$ cat config.mk
export PLATFORM = sky130hd
export DESIGN_NAME = ttl_cache_with_byte_budget_core
export DESIGN_NICKNAME = d
export VERILOG_FILES = /design/src/sv/ttlc_pkg.sv /design/src/sv/ttlc_ram.sv /design/src/sv/ttlc_ctrl.sv /design/src/sv/ttlc_dp.sv /design/src/sv/ttl_cache_with_byte_budget_core.sv
export SDC_FILE = /design/constraint.sdc
export NUM_CORES = 2
export LEC_CHECK = 0
export BUFFER_PORTS_ARGS = -buffer_cell sky130_fd_sc_hd__buf_2
export CORE_ASPECT_RATIO = 1.4
export CORE_MARGIN = 2
export CORE_UTILIZATION = 30
export DETAILED_ROUTE_END_ITERATION = 8
export PLACE_DENSITY_LB_ADDON = 0.25
export SETUP_SLACK_MARGIN = 0.4
export SLEW_MARGIN = 20
export SYNTH_ARGS = -nofsm -noshare
export SYNTH_HDL_FRONTEND = slang
export SYNTH_SLANG_ARGS = --single-unit
export TNS_END_PERCENT = 1
$ cat constraint.sdc
create_clock -name clk -period 17.7 [get_ports clk]
set_clock_uncertainty 0.15 [all_clocks]
set_input_delay 3.54 -clock clk [delete_from_list [all_inputs] [get_ports clk]]
set_output_delay 3.54 -clock clk [all_outputs]
set_load 0.02 [all_outputs]
$ cat src/sv/ttlc_pkg.sv
// Package for the TTL message store: widths, opcodes, status codes,
// register indexes, controller command struct and a floor subtract helper.
// No dependencies.
`default_nettype none
package ttlc_pkg;
  localparam int unsigned DEPTH_DEF = 32;
  localparam int unsigned MAX_RES   = 32;
  localparam int unsigned KEY_W     = 32;
  localparam int unsigned SIZE_W    = 16;
  localparam int unsigned TIME_W    = 32;
  localparam int unsigned HOP_W     = 8;
  localparam int unsigned BYTES_W   = 24;
  localparam int unsigned AGE_W     = 16;
  localparam int unsigned SLOT_W    = 5;
  localparam int unsigned OP_W      = 3;
  localparam int unsigned ST_W      = 2;
  localparam int unsigned CFG_IDX_W = 1;
  localparam int unsigned ENTRY_W   = KEY_W + SIZE_W + TIME_W + HOP_W;

  localparam logic [OP_W-1:0] OP_INSERT = 3'd0;
  localparam logic [OP_W-1:0] OP_LOOKUP = 3'd1;
  localparam logic [OP_W-1:0] OP_DELETE = 3'd2;
  localparam logic [OP_W-1:0] OP_AGE    = 3'd3;
  localparam logic [OP_W-1:0] OP_SELECT = 3'd4;

  localparam logic [ST_W-1:0] ST_DONE    = 2'd0;
  localparam logic [ST_W-1:0] ST_MISSING = 2'd1;
  localparam logic [ST_W-1:0] ST_FULL    = 2'd2;
  localparam logic [ST_W-1:0] ST_PRESENT = 2'd3;

  localparam logic [CFG_IDX_W-1:0] REG_BYTE_BUDGET = 1'd0;
  localparam logic [CFG_IDX_W-1:0] REG_MAX_AGE     = 1'd1;

  localparam logic [BYTES_W-1:0] BUDGET_RST = 24'd5000000;

  typedef struct packed {
    logic load;
    logic rd;
    logic chk;
    logic fin;
  } ctrl_cmd_t;

  function automatic logic [BYTES_W-1:0] floor_sub(input logic [BYTES_W-1:0] a,
                                                   input logic [SIZE_W-1:0] b);
    logic [BYTES_W-1:0] bx;
    bx = BYTES_W'(b);
    floor_sub = (a >= bx) ? a - bx : '0;
  endfunction
endpackage
`default_nettype wire

$ cat src/sv/ttlc_ram.sv
// Generic single-write, single-read RAM with registered read data.
// No dependencies.
`default_nettype none
module ttlc_ram #(
  parameter int unsigned WIDTH = 8,
  parameter int unsigned DEPTH = 32
) (
  input  wire logic                     clk,
  input  wire logic                     we,
  input  wire logic [$clog2(DEPTH)-1:0] waddr,
  input  wire logic [WIDTH-1:0]         wdata,
  input  wire logic                     re,
  input  wire logic [$clog2(DEPTH)-1:0] raddr,
  output logic      [WIDTH-1:0]         rdata
);
  logic [WIDTH-1:0] mem_r [DEPTH];

  always_ff @(posedge clk) begin
    if (we) begin
      mem_r[waddr] <= wdata;
    end
    if (re) begin
      rdata <= mem_r[raddr];
    end
  end
endmodule
`default_nettype wire

$ cat src/sv/ttlc_ctrl.sv
// Controller: sequences load, slot scan and commit for each request.
// Depends on ttlc_pkg.
`default_nettype none
module ttlc_ctrl #(
  parameter int unsigned DEPTH = ttlc_pkg::DEPTH_DEF
) (
  input  wire logic                          clk,
  input  wire logic                          rst_n,
  input  wire logic                          start,
  input  wire logic [ttlc_pkg::OP_W-1:0]     opcode,
  output logic                               busy,
  output ttlc_pkg::ctrl_cmd_t                cmd,
  output logic [$clog2(DEPTH)-1:0]           rd_addr,
  output logic [$clog2(DEPTH)-1:0]           chk_idx
);
  localparam int unsigned AW = $clog2(DEPTH);
  localparam int unsigned CW = $clog2(DEPTH + 1);

  typedef enum logic [1:0] {S_IDLE, S_SCAN, S_FIN} state_t;

  state_t        state_r;
  logic [CW-1:0] cnt_r;
  logic          go;

  assign busy = (state_r != S_IDLE);
  assign go   = start && !busy && (opcode <= ttlc_pkg::OP_SELECT);

  always_ff @(posedge clk) begin
    if (!rst_n) begin
      state_r <= S_IDLE;
      cnt_r   <= '0;
    end else begin
      case (state_r)
        S_IDLE: begin
          cnt_r <= '0;
          if (go) begin
            state_r <= S_SCAN;
          end
        end
        S_SCAN: begin
          cnt_r <= cnt_r + 1'b1;
          if (cnt_r == CW'(DEPTH)) begin
            state_r <= S_FIN;
          end
        end
        S_FIN:   state_r <= S_IDLE;
        default: state_r <= S_IDLE;
      endcase
    end
  end

  assign cmd.load = go;
  assign cmd.rd   = (state_r == S_SCAN) && (cnt_r < CW'(DEPTH));
  assign cmd.chk  = (state_r == S_SCAN) && (cnt_r != '0);
  assign cmd.fin  = (state_r == S_FIN);
  assign rd_addr  = cnt_r[AW-1:0];
  assign chk_idx  = AW'(cnt_r - 1'b1);
endmodule
`default_nettype wire

$ cat src/sv/ttlc_dp.sv
// Datapath: slot RAM, valid bits, byte total, configuration registers,
// scan trackers and result registers. Depends on ttlc_pkg and ttlc_ram.
`default_nettype none
module ttlc_dp #(
  parameter int unsigned DEPTH = ttlc_pkg::DEPTH_DEF
) (
  input  wire logic                               clk,
  input  wire logic                               rst_n,
  input  ttlc_pkg::ctrl_cmd_t                     cmd,
  input  wire logic [$clog2(DEPTH)-1:0]           rd_addr,
  input  wire logic [$clog2(DEPTH)-1:0]           chk_idx,
  input  wire logic                               cfg_we,
  input  wire logic [ttlc_pkg::CFG_IDX_W-1:0]     cfg_index,
  input  wire logic [ttlc_pkg::BYTES_W-1:0]       cfg_data,
  input  wire logic [ttlc_pkg::OP_W-1:0]          in_opcode,
  input  wire logic [ttlc_pkg::KEY_W-1:0]         in_key,
  input  wire logic [ttlc_pkg::SIZE_W-1:0]        in_payload_size,
  input  wire logic [ttlc_pkg::HOP_W-1:0]         in_hop_count,
  input  wire logic [ttlc_pkg::HOP_W-1:0]         in_hop_limit,
  input  wire logic [ttlc_pkg::TIME_W-1:0]        in_now,
  output logic                                    out_valid,
  output logic [ttlc_pkg::ST_W-1:0]               out_status,
  output logic [ttlc_pkg::KEY_W-1:0]              out_entry_key,
  output logic [ttlc_pkg::SLOT_W-1:0]             out_slot,
  output logic [ttlc_pkg::SIZE_W-1:0]             out_entry_size,
  output logic [ttlc_pkg::HOP_W-1:0]              out_entry_hops,
  output logic [ttlc_pkg::TIME_W-1:0]             out_entry_expiry,
  output logic                                    out_evicted,
  output logic [ttlc_pkg::KEY_W-1:0]              out_evicted_key,
  output logic [ttlc_pkg::BYTES_W-1:0]            out_bytes_held,
  output logic                                    out_last
);
  localparam int unsigned AW  = $clog2(DEPTH);
  localparam int unsigned KW  = ttlc_pkg::KEY_W;
  localparam int unsigned SW  = ttlc_pkg::SIZE_W;
  localparam int unsigned TW  = ttlc_pkg::TIME_W;
  localparam int unsigned HW  = ttlc_pkg::HOP_W;
  localparam int unsigned BW  = ttlc_pkg::BYTES_W;
  localparam int unsigned NW  = $clog2(ttlc_pkg::MAX_RES + 1);

  logic [BW-1:0]                 budget_r;
  logic [ttlc_pkg::AGE_W-1:0]    max_age_r;
  logic [DEPTH-1:0]              valid_r;
  logic [BW-1:0]                 held_r;

  logic [ttlc_pkg::OP_W-1:0]     op_r;
  logic [KW-1:0]                 key_r;
  logic [SW-1:0]                 psize_r;
  logic [HW-1:0]                 hops_r;
  logic [HW-1:0]                 limit_r;
  logic [TW-1:0]                 now_r;

  logic                          found_r;
  logic [AW-1:0]                 fidx_r;
  logic [KW-1:0]                 fkey_r;
  logic [SW-1:0]                 fsize_r;
  logic [TW-1:0]                 fexp_r;
  logic [HW-1:0]                 fhops_r;
  logic                          mv_r;
  logic [AW-1:0]                 mi_r;
  logic [KW-1:0]                 mkey_r;
  logic [SW-1:0]                 msize_r;
  logic [TW-1:0]                 mexp_r;
  logic                          ff_r;
  logic [AW-1:0]                 fi_r;
  logic                          pend_r;
  logic [NW-1:0]                 sel_cnt_r;
  logic [KW-1:0]                 sel_key_r;
  logic [ttlc_pkg::SLOT_W-1:0]   sel_slot_r;
  logic [SW-1:0]                 sel_size_r;
  logic [HW-1:0]                 sel_hops_r;
  logic [TW-1:0]                 sel_exp_r;

  logic                          out_valid_r;
  logic [ttlc_pkg::ST_W-1:0]     out_status_r;
  logic [KW-1:0]                 out_key_r;
  logic [ttlc_pkg::SLOT_W-1:0]   out_slot_r;
  logic [SW-1:0]                 out_size_r;
  logic [HW-1:0]                 out_hops_r;
  logic [TW-1:0]                 out_exp_r;
  logic                          out_ev_r;
  logic [KW-1:0]                 out_evk_r;
  logic [BW-1:0]                 out_held_r;
  logic                          out_last_r;

  logic [ttlc_pkg::ENTRY_W-1:0]  rdata;
  logic [ttlc_pkg::ENTRY_W-1:0]  wdata;
  logic [KW-1:0]                 rkey;
  logic [SW-1:0]                 rsize;
  logic [TW-1:0]                 rexp;
  logic [HW-1:0]                 rhops;
  logic                          rvalid;
  logic                          hit;
  logic                          sel_hit;
  logic                          ev;
  logic [BW-1:0]                 held_ev;
  logic                          use_mi;
  logic                          has_free;
  logic [AW-1:0]                 fslot;
  logic [TW:0]                   exp_sum;
  logic [TW-1:0]                 exp_new;
  logic                          we;

  assign {rkey, rsize, rexp, rhops} = rdata;
  assign rvalid  = valid_r[chk_idx];
  assign hit     = rvalid && (rkey == key_r);
  assign sel_hit = rvalid && (op_r == ttlc_pkg::OP_SELECT)
                   && ((HW+1)'(rhops) + 1'b1 < (HW+1)'(limit_r))
                   && (sel_cnt_r < NW'(ttlc_pkg::MAX_RES));

  assign ev       = !found_r && mv_r && (budget_r != '0)
                    && ((BW+1)'(held_r) + (BW+1)'(psize_r) > (BW+1)'(budget_r));
  assign held_ev  = ev ? ttlc_pkg::floor_sub(held_r, msize_r) : held_r;
  assign use_mi   = ev && (!ff_r || (mi_r < fi_r));
  assign has_free = use_mi || ff_r;
  assign fslot    = use_mi ? mi_r : fi_r;
  assign exp_sum  = (TW+1)'(now_r) + (TW+1)'(max_age_r);
  assign exp_new  = exp_sum[TW] ? '1 : exp_sum[TW-1:0];
  assign we       = cmd.fin && (op_r == ttlc_pkg::OP_INSERT) && !found_r && has_free;
  assign wdata    = {key_r, psize_r, exp_new, hops_r};

  ttlc_ram #(
    .WIDTH (ttlc_pkg::ENTRY_W),
    .DEPTH (DEPTH)
  ) u_ram (
    .clk   (clk),
    .we    (we),
    .waddr (fslot),
    .wdata (wdata),
    .re    (cmd.rd),
    .raddr (rd_addr),
    .rdata (rdata)
  );

  always_ff @(posedge clk) begin
    if (!rst_n) begin
      budget_r  <= ttlc_pkg::BUDGET_RST;
      max_age_r <= '0;
    end else if (cfg_we) begin
      case (cfg_index)
        ttlc_pkg::REG_BYTE_BUDGET: budget_r  <= cfg_data;
        ttlc_pkg::REG_MAX_AGE:     max_age_r <= cfg_data[ttlc_pkg::AGE_W-1:0];
        default: ;
      endcase
    end
  end

  always_ff @(posedge clk) begin
    if (cmd.load) begin
      op_r    <= in_opcode;
      key_r   <= in_key;
      psize_r <= in_payload_size;
      hops_r  <= in_hop_count;
      limit_r <= in_hop_limit;
      now_r   <= in_now;
    end
    if (cmd.chk) begin
      if (hit && !found_r) begin
        fidx_r  <= chk_idx;
        fkey_r  <= rkey;
        fsize_r <= rsize;
        fexp_r  <= rexp;
        fhops_r <= rhops;
      end
      if (rvalid && (!mv_r || (rexp < mexp_r))) begin
        mi_r    <= chk_idx;
        mkey_r  <= rkey;
        msize_r <= rsize;
        mexp_r  <= rexp;
      end
      if (!rvalid && !ff_r) begin
        fi_r <= chk_idx;
      end
    end
  end

  always_ff @(posedge clk) begin
    if (!rst_n) begin
      valid_r   <= '0;
      held_r    <= '0;
      found_r   <= 1'b0;
      mv_r      <= 1'b0;
      ff_r      <= 1'b0;
      pend_r    <= 1'b0;
      sel_cnt_r <= '0;
    end else begin
      if (cmd.load) begin
        found_r   <= 1'b0;
        mv_r      <= 1'b0;
        ff_r      <= 1'b0;
        pend_r    <= 1'b0;
        sel_cnt_r <= '0;
      end
      if (cmd.chk) begin
        if (hit) found_r <= 1'b1;
        if (rvalid) mv_r <= 1'b1;
        if (!rvalid) ff_r <= 1'b1;
        if (sel_hit) begin
          pend_r    <= 1'b1;
          sel_cnt_r <= sel_cnt_r + 1'b1;
        end
        if ((op_r == ttlc_pkg::OP_AGE) && rvalid && (rexp < now_r)) begin
          valid_r[chk_idx] <= 1'b0;
          held_r           <= ttlc_pkg::floor_sub(held_r, rsize);
        end
      end
      if (cmd.fin) begin
        case (op_r)
          ttlc_pkg::OP_INSERT: begin
            if (!found_r) begin
              if (ev) valid_r[mi_r] <= 1'b0;
              if (has_free) begin
                valid_r[fslot] <= 1'b1;
                held_r         <= held_ev + BW'(psize_r);
              end else begin
                held_r <= held_ev;
              end
            end
          end
          ttlc_pkg::OP_DELETE: begin
            if (found_r) begin
              valid_r[fidx_r] <= 1'b0;
              held_r          <= ttlc_pkg::floor_sub(held_r, fsize_r);
            end
          end
          default: ;
        endcase
      end
    end
  end

  // result registers; hold each select match until the next one shows it is not the last
  always_ff @(posedge clk) begin
    if (!rst_n) begin
      out_valid_r <= 1'b0;
    end else begin
      out_valid_r <= (cmd.chk && sel_hit && pend_r) || cmd.fin;
    end
  end

  always_ff @(posedge clk) begin
    if (cmd.chk && sel_hit) begin
      sel_key_r  <= rkey;
      sel_slot_r <= ttlc_pkg::SLOT_W'(chk_idx);
      sel_size_r <= rsize;
      sel_hops_r <= rhops;
      sel_exp_r  <= rexp;
      if (pend_r) begin
        out_last_r   <= 1'b0;
        out_status_r <= ttlc_pkg::ST_DONE;
        out_key_r    <= sel_key_r;
        out_slot_r   <= sel_slot_r;
        out_size_r   <= sel_size_r;
        out_hops_r   <= sel_hops_r;
        out_exp_r    <= sel_exp_r;
        out_ev_r     <= 1'b0;
        out_evk_r    <= '0;
        out_held_r   <= held_r;
      end
    end else if (cmd.fin) begin
      out_last_r   <= 1'b1;
      out_status_r <= ttlc_pkg::ST_DONE;
      out_key_r    <= '0;
      out_slot_r   <= '0;
      out_size_r   <= '0;
      out_hops_r   <= '0;
      out_exp_r    <= '0;
      out_ev_r     <= 1'b0;
      out_evk_r    <= '0;
      out_held_r   <= held_r;
      case (op_r)
        ttlc_pkg::OP_INSERT: begin
          if (found_r) begin
            out_status_r <= ttlc_pkg::ST_PRESENT;
            out_key_r    <= fkey_r;
            out_slot_r   <= ttlc_pkg::SLOT_W'(fidx_r);
            out_size_r   <= fsize_r;
            out_hops_r   <= fhops_r;
            out_exp_r    <= fexp_r;
          end else begin
            out_ev_r  <= ev;
            out_evk_r <= ev ? mkey_r : '0;
            if (has_free) begin
              out_key_r  <= key_r;
              out_slot_r <= ttlc_pkg::SLOT_W'(fslot);
              out_size_r <= psize_r;
              out_hops_r <= hops_r;
              out_exp_r  <= exp_new;
              out_held_r <= held_ev + BW'(psize_r);
            end else begin
              out_status_r <= ttlc_pkg::ST_FULL;
              out_held_r   <= held_ev;
            end
          end
        end
        ttlc_pkg::OP_LOOKUP, ttlc_pkg::OP_DELETE: begin
          if (found_r) begin
            out_key_r  <= fkey_r;
            out_slot_r <= ttlc_pkg::SLOT_W'(fidx_r);
            out_size_r <= fsize_r;
            out_hops_r <= fhops_r;
            out_exp_r  <= fexp_r;
            if (op_r == ttlc_pkg::OP_DELETE) begin
              out_held_r <= ttlc_pkg::floor_sub(held_r, fsize_r);
            end
          end else begin
            out_status_r <= ttlc_pkg::ST_MISSING;
          end
        end
        ttlc_pkg::OP_SELECT: begin
          if (pend_r) begin
            out_key_r  <= sel_key_r;
            out_slot_r <= sel_slot_r;
            out_size_r <= sel_size_r;
            out_hops_r <= sel_hops_r;
            out_exp_r  <= sel_exp_r;
          end else begin
            out_status_r <= ttlc_pkg::ST_MISSING;
          end
        end
        default: ;
      endcase
    end
  end

  assign out_valid        = out_valid_r;
  assign out_status       = out_status_r;
  assign out_entry_key    = out_key_r;
  assign out_slot         = out_slot_r;
  assign out_entry_size   = out_size_r;
  assign out_entry_hops   = out_hops_r;
  assign out_entry_expiry = out_exp_r;
  assign out_evicted      = out_ev_r;
  assign out_evicted_key  = out_evk_r;
  assign out_bytes_held   = out_held_r;
  assign out_last         = out_last_r;
endmodule
`default_nettype wire

$ cat src/sv/ttl_cache_with_byte_budget_core.sv
// TTL message store with a payload byte budget. Each request runs a one-slot-per-cycle
// scan of the slot RAM and then a commit; a new request may start once busy drops.
// Select results stream during the scan and the commit, one cycle each; the receiver
// cannot stall. Synchronous active-low reset clears valid bits, byte total, scan flags
// and control state; the byte budget takes its reset value and the maximum age is zero.
// Depends on ttlc_pkg, ttlc_ctrl, ttlc_dp and ttlc_ram.
`default_nettype none
module ttl_cache_with_byte_budget_core #(
  parameter int unsigned DEPTH = ttlc_pkg::DEPTH_DEF
) (
  input  wire logic                              clk,
  input  wire logic                              rst_n,
  input  wire logic                              start,
  output logic                                   busy,
  input  wire logic [ttlc_pkg::OP_W-1:0]         in_opcode,
  input  wire logic [ttlc_pkg::KEY_W-1:0]        in_key,
  input  wire logic [ttlc_pkg::SIZE_W-1:0]       in_payload_size,
  input  wire logic [ttlc_pkg::HOP_W-1:0]        in_hop_count,
  input  wire logic [ttlc_pkg::HOP_W-1:0]        in_hop_limit,
  input  wire logic [ttlc_pkg::TIME_W-1:0]       in_now,
  input  wire logic                              cfg_valid,
  output logic                                   cfg_ready,
  input  wire logic [ttlc_pkg::CFG_IDX_W-1:0]    cfg_index,
  input  wire logic [ttlc_pkg::BYTES_W-1:0]      cfg_data,
  output logic                                   out_valid,
  output logic [ttlc_pkg::ST_W-1:0]              out_status,
  output logic [ttlc_pkg::KEY_W-1:0]             out_entry_key,
  output logic [ttlc_pkg::SLOT_W-1:0]            out_slot,
  output logic [ttlc_pkg::SIZE_W-1:0]            out_entry_size,
  output logic [ttlc_pkg::HOP_W-1:0]             out_entry_hops,
  output logic [ttlc_pkg::TIME_W-1:0]            out_entry_expiry,
  output logic                                   out_evicted,
  output logic [ttlc_pkg::KEY_W-1:0]             out_evicted_key,
  output logic [ttlc_pkg::BYTES_W-1:0]           out_bytes_held,
  output logic                                   out_last
);
  localparam int unsigned AW = $clog2(DEPTH);

  ttlc_pkg::ctrl_cmd_t cmd;
  logic [AW-1:0]       rd_addr;
  logic [AW-1:0]       chk_idx;

  assign cfg_ready = 1'b1;

  ttlc_ctrl #(.DEPTH(DEPTH)) u_ctrl (
    .clk     (clk),
    .rst_n   (rst_n),
    .start   (start),
    .opcode  (in_opcode),
    .busy    (busy),
    .cmd     (cmd),
    .rd_addr (rd_addr),
    .chk_idx (chk_idx)
  );

  ttlc_dp #(.DEPTH(DEPTH)) u_dp (
    .clk              (clk),
    .rst_n            (rst_n),
    .cmd              (cmd),
    .rd_addr          (rd_addr),
    .chk_idx          (chk_idx),
    .cfg_we           (cfg_valid && cfg_ready),
    .cfg_index        (cfg_index),
    .cfg_data         (cfg_data),
    .in_opcode        (in_opcode),
    .in_key           (in_key),
    .in_payload_size  (in_payload_size),
    .in_hop_count     (in_hop_count),
    .in_hop_limit     (in_hop_limit),
    .in_now           (in_now),
    .out_valid        (out_valid),
    .out_status       (out_status),
    .out_entry_key    (out_entry_key),
    .out_slot         (out_slot),
    .out_entry_size   (out_entry_size),
    .out_entry_hops   (out_entry_hops),
    .out_entry_expiry (out_entry_expiry),
    .out_evicted      (out_evicted),
    .out_evicted_key  (out_evicted_key),
    .out_bytes_held   (out_bytes_held),
    .out_last         (out_last)
  );

  a_last_then_quiet: assert property (@(posedge clk) disable iff (!rst_n)
    out_valid && out_last |=> !out_valid)
    else $error("result after final result of a request");

  a_full_no_entry: assert property (@(posedge clk) disable iff (!rst_n)
    out_valid && (out_status == ttlc_pkg::ST_FULL) |-> (out_entry_key == '0)
      && (out_slot == '0) && (out_entry_expiry == '0))
    else $error("table-full result carries an entry");

  a_start_busy: assert property (@(posedge clk) disable iff (!rst_n)
    start && !busy && (in_opcode <= ttlc_pkg::OP_SELECT) |=> busy)
    else $error("accepted request did not raise busy");
endmodule
`default_nettype wire
==> results by group <==
Global route
  – Antenna violations before repair: 42
  – First-pass GRT wire length: 600 mm
  – Tot GR Track Use: 0.173
  – Largest net degree at the start of global routing: 147
  – Total gr overflow: 0
  – Vias in the first global route: 76349

Synth
  – Top cells by area, synth: edfxtp_1 (72%), mux4_2 (14%), ha_1 (1.8%)
  – Synth Area in Simple Gates: 0.0314
  – Area fraction of the dominant cell type after synthesis: 0.721
  – Multiplexer share of the synthesized area: 0.149
  – Mapped Nets: 7635
  – Largest family of logic cells by synthesized area: multiplexers
  – Register area share after synthesis: 0.737
  – Syn avg cell area: 19.6 sq um
  – Mapped Cells: 7297
  – Async SR Flop Fraction: 0
  – Post-synth EDFFs: 3432
  – Yosys cell types: 91
  – Ys Warns: 0
  – Cell taking the most area after synthesis: edfxtp_1
  – Compound-cell area share of the yosys netlist: 0.0413
  – Synthesis-stage register bit count: 3547
  – XOR/XNOR Fraction of Synth Area: 0.00882
  – Adder-Cell Fraction of Synth Area: 0.0187
  – Netlist Area Pre-Place: 143000 sq um
  – Top FF cell, synth: edfxtp_1

Flow run
  – Maxcap violations: 0

Detailed routing
  – DR DRC count: 0
  – DRT iter0 DRCs: 7658
  – Metal2 WL: 214 mm
  – Post-DRT Antenna Nets: 0
  – WL met1: 179 mm
  – Final WL: 428 mm
  – Met3 WL: 22.8 mm
  – Routed wire per std cell: 29.7 um
  – Post-DR vias/cell: 5.13
  – Uppermost layer routed: met5
  – Total number of vias: 73997
  – First-pass DRT Iterations: 8

Die
  – Die Width: 587 um
  – Die H: 821 um
  – Io pins: 284
  – Initial Util: 0.301
  – Core ar.: 476000 sq um
  – Rows: 300
  – Die ar.: 482000 sq um

Outcome
  – Status: completed

Worst hold path
  – HP Start: u_dp.sel_cnt_r[4]$_SDFF_PN0_
  – Class of the worst hold path: flip-flop to flip-flop
  – Cell depth of the worst hold path: 1
  – Hold Path End: u_dp.sel_cnt_r[4]$_SDFF_PN0_

STA
  – Final Critical Period: 9430 ps
  – Setup Viol. Count Final: 0
  – Max transition margin: 0.223
  – Fin Setup TNS: 0 ps
  – Crit share post-route: 0.533
  – Final Max Tran Viols: 0
  – Hold Vio Cnt, Final: 0
  – RSZ-0062 raised after global routing: no
  – Worst Tran Pin Value: 1170 ps
  – Fmax: 0.106 GHz

Clock network
  – H-tree Lvls: 5
  – Setup Fix Bufs, Post-CTS: 0
  – CTS buffer count: 350
  – # clock sinks: 3547
  – Register clock-pin slew on the reported worst setup and hold paths: 70 ps
  – CTS tree: yes
  – Clk Tree Root Cell: clkbuf_16
  – Post-CTS Hold Buffers: 0
  – Clock buffer depth: 4
  – Clk_lat worst skew: 940 ps
  – Post-CTS sizing: 0

Critical path
  – Max stage delay on crit path: 910 ps
  – Reg-to-Reg End: u_dp.u_ram.mem_r[7][81]$_DFFE_PP_
  – Critical path data arrival time: 9770 ps
  – Required time of the critical path: 18040 ps
  – Top delay family on crit path: compound AO/OA/AOI/OAI gates
  – FF-to-FF Start: u_dp.psize_r[1]$_DFFE_PP_
  – Critical Path Start Type: flip-flop
  – Kind of critical path: flip-flop to flip-flop
  – Critical path fanouts, max: 47
  – Nature of the critical path endpoint: flip-flop
  – Worst reg-to-reg path cell count: 27
  – Highest-delay cell along the critical path: buf_4
  – Crit path buf inv count: 4
  – Worst reg2reg setup slack: 8270 ps

Placement
  – IO Port Bufs: 282
  – Routability cong.: 0.866
  – Post-detail-place hpwl: 258 mm

Finish
  – Filler instances: 44518
  – Layout Nets: 8128
  – Layout cell share with drive strength beyond 1: 0.257
  – Layout area overhead: 14.8%
  – Util after Layout: 0.345

Power and ir drop
  – Worst vdd ir: 77.0 uV
  – Static leakage: 51.6 nW
  – Power Dens Cells: 105 nW/um^2
synthesized netlist by cell type, drive strengths merged (7+ instances only):
cell type	number
or3	19
a221oi	10
and2	52
nor4	20
a222oi	59
o21a	56
nor3	55
a221o	13
ha	204
nand3	65
a21o	68
clkbuf	282
a31oi	21
dfxtp	115
nand2b	29
o21ai	240
o31ai	24
a21oi	226
or2	21
a22oi	27
o41ai	8
xor2	40
nor2	221
mux4	888
a32oi	7
nand2	350
and3	27
nand3b	7
o22ai	9
inv	188
nand4	41
o211ai	22
xnor2	104
mux2i	12
o21bai	14
a22o	13
nor2b	29
mux2	99
a211oi	20
edfxtp	3432
buf	66
metal layers:
| layer | vias to the layer above | global-route usage |
|---|---|---|
| met1 | 40121 | 0.230 |
| met3 | 511 | 0.0232 |
| met4 | 10 | 0.0468 |
| li1 | 30963 | - |
| met2 | 2392 | 0.298 |
| met5 | - | 0 |
power breakdown:
group	switching (mW)	leakage, nW	total [mW]	internal, mW
Sequential	0.0468	32.1	9.31	9.26
Clock	3.23	5.30	7.34	4.11
Combinational	0.401	14.1	0.600	0.199
cell type report:
class | instances | area, sq um | area share
Antenna cell | 14 | 35.0 | 0.000213
Inverter | 190 | 721 | 0.00439
Clock buffer | 428 | 9220 | 0.0562
Tap cell | 6342 | 7940 | 0.0483
Sequential cell | 3547 | 105000 | 0.642
Clock inverter | 197 | 1750 | 0.0106
Multi-Input combinational cell | 3212 | 36000 | 0.219
Timing Repair Buffer | 489 | 3150 | 0.0192
how the worst max path moves through the flow:
| stage | endpoint | cells after the start | slack, ps | start |
|---|---|---|---|---|
| global route | u_dp.u_ram.mem_r[7][81]$_DFFE_PP_ | 27 | 7720 | u_dp.psize_r[1]$_DFFE_PP_ |
| detailed placement | u_dp.u_ram.mem_r[21][59]$_DFFE_PP_ | 25 | 7960 | u_dp.psize_r[2]$_DFFE_PP_ |
| floorplan | u_dp.u_ram.mem_r[3][0]$_DFFE_PP_ | 24 | 7810 | u_dp.psize_r[1]$_DFFE_PP_ |
| finish | u_dp.u_ram.mem_r[7][81]$_DFFE_PP_ | 27 | 8270 | u_dp.psize_r[1]$_DFFE_PP_ |
| CTS | u_dp.u_ram.mem_r[21][56]$_DFFE_PP_ | 25 | 7830 | u_dp.psize_r[2]$_DFFE_PP_ |
| global placement | u_dp.u_ram.mem_r[4][64]$_DFFE_PP_ | 24 | 7670 | u_dp.psize_r[2]$_DFFE_PP_ |
registers in the layout, indices dropped and copies added (netlist names), 16 cells and up:
name / count
u_dp.budget_r: 24
u_dp.fexp_r: 32
u_dp.fkey_r: 32
u_dp.fsize_r: 16
u_dp.held_r: 24
u_dp.key_r: 32
u_dp.max_age_r: 16
u_dp.mexp_r: 32
u_dp.mkey_r: 32
u_dp.msize_r: 16
u_dp.now_r: 32
u_dp.out_bytes_held: 24
u_dp.out_entry_expiry: 32
u_dp.out_entry_key: 32
u_dp.out_entry_size: 16
u_dp.out_evicted_key: 32
u_dp.psize_r: 16
u_dp.sel_exp_r: 32
u_dp.sel_key_r: 32
u_dp.sel_size_r: 16
u_dp.u_ram.mem_r: 2816
u_dp.u_ram.rdata: 88
u_dp.valid_r: 32
cell families (layout without fill, tap and decap cells):
kind of cell | count (synthesis) | count (layout)
DFF | 3547 | 3547
muxes | 999 | 999
and+or+nand+nor | 958 | 958
AOI/OAI and AO/OA | 900 | 900
buffers and inverters | 538 | 1304
adders and majority gates | 210 | 210
xor gates and xnor gates | 144 | 144
other | 1 | 15
metrics by stage:
| stage | hold slack (ps) | worst slack, ps | cells | total power [mW] | cell area (sq um) |
|---|---|---|---|---|---|
| 2_1_floorplan | 272 | 7810 | 7297 | 9.82 | 143000 |
| 3_3_place_gp | 290 | 7670 | 13776 | 10.1 | 153000 |
| 3_5_place_dp | 316 | 7960 | 13776 | 10.1 | 153000 |
| 4_1_cts | 327 | 7830 | 14401 | 17.5 | 164000 |
| 5_1_grt | 335 | 7720 | 14412 | 17.8 | 164000 |
| 6_report | 329 | 8270 | 14419 | 17.3 | 164000 |
layout by cell type (no fill, tap or decap), types with 28 or more instances in the layout:
| cell type | synthesis | final |
|---|---|---|
| clkinv_2 | 0 | 48 |
| clkbuf_1 | 282 | 70 |
| xor2_1 | 40 | 40 |
| nand4_1 | 41 | 41 |
| buf_4 | 1 | 191 |
| buf_2 | 8 | 282 |
| ha_1 | 204 | 204 |
| mux4_2 | 888 | 888 |
| nand2_1 | 350 | 348 |
| a21oi_1 | 225 | 221 |
| a222oi_1 | 59 | 59 |
| edfxtp_1 | 3432 | 3432 |
| nand3_1 | 65 | 65 |
| nor2b_1 | 29 | 28 |
| dfxtp_1 | 115 | 110 |
| clkinv_1 | 2 | 73 |
| nor2_4 | 0 | 37 |
| o21a_1 | 56 | 56 |
| and2_1 | 51 | 49 |
| xnor2_1 | 104 | 104 |
| mux2_2 | 98 | 98 |
| o21ai_0 | 213 | 213 |
| nand2b_1 | 29 | 29 |
| inv_1 | 186 | 185 |
| nor2_1 | 221 | 184 |
| clkbuf_16 | 0 | 358 |
| a21o_1 | 68 | 66 |
| nor3_1 | 54 | 51 |
No activity file was read; power rests on OpenSTA's default activity.
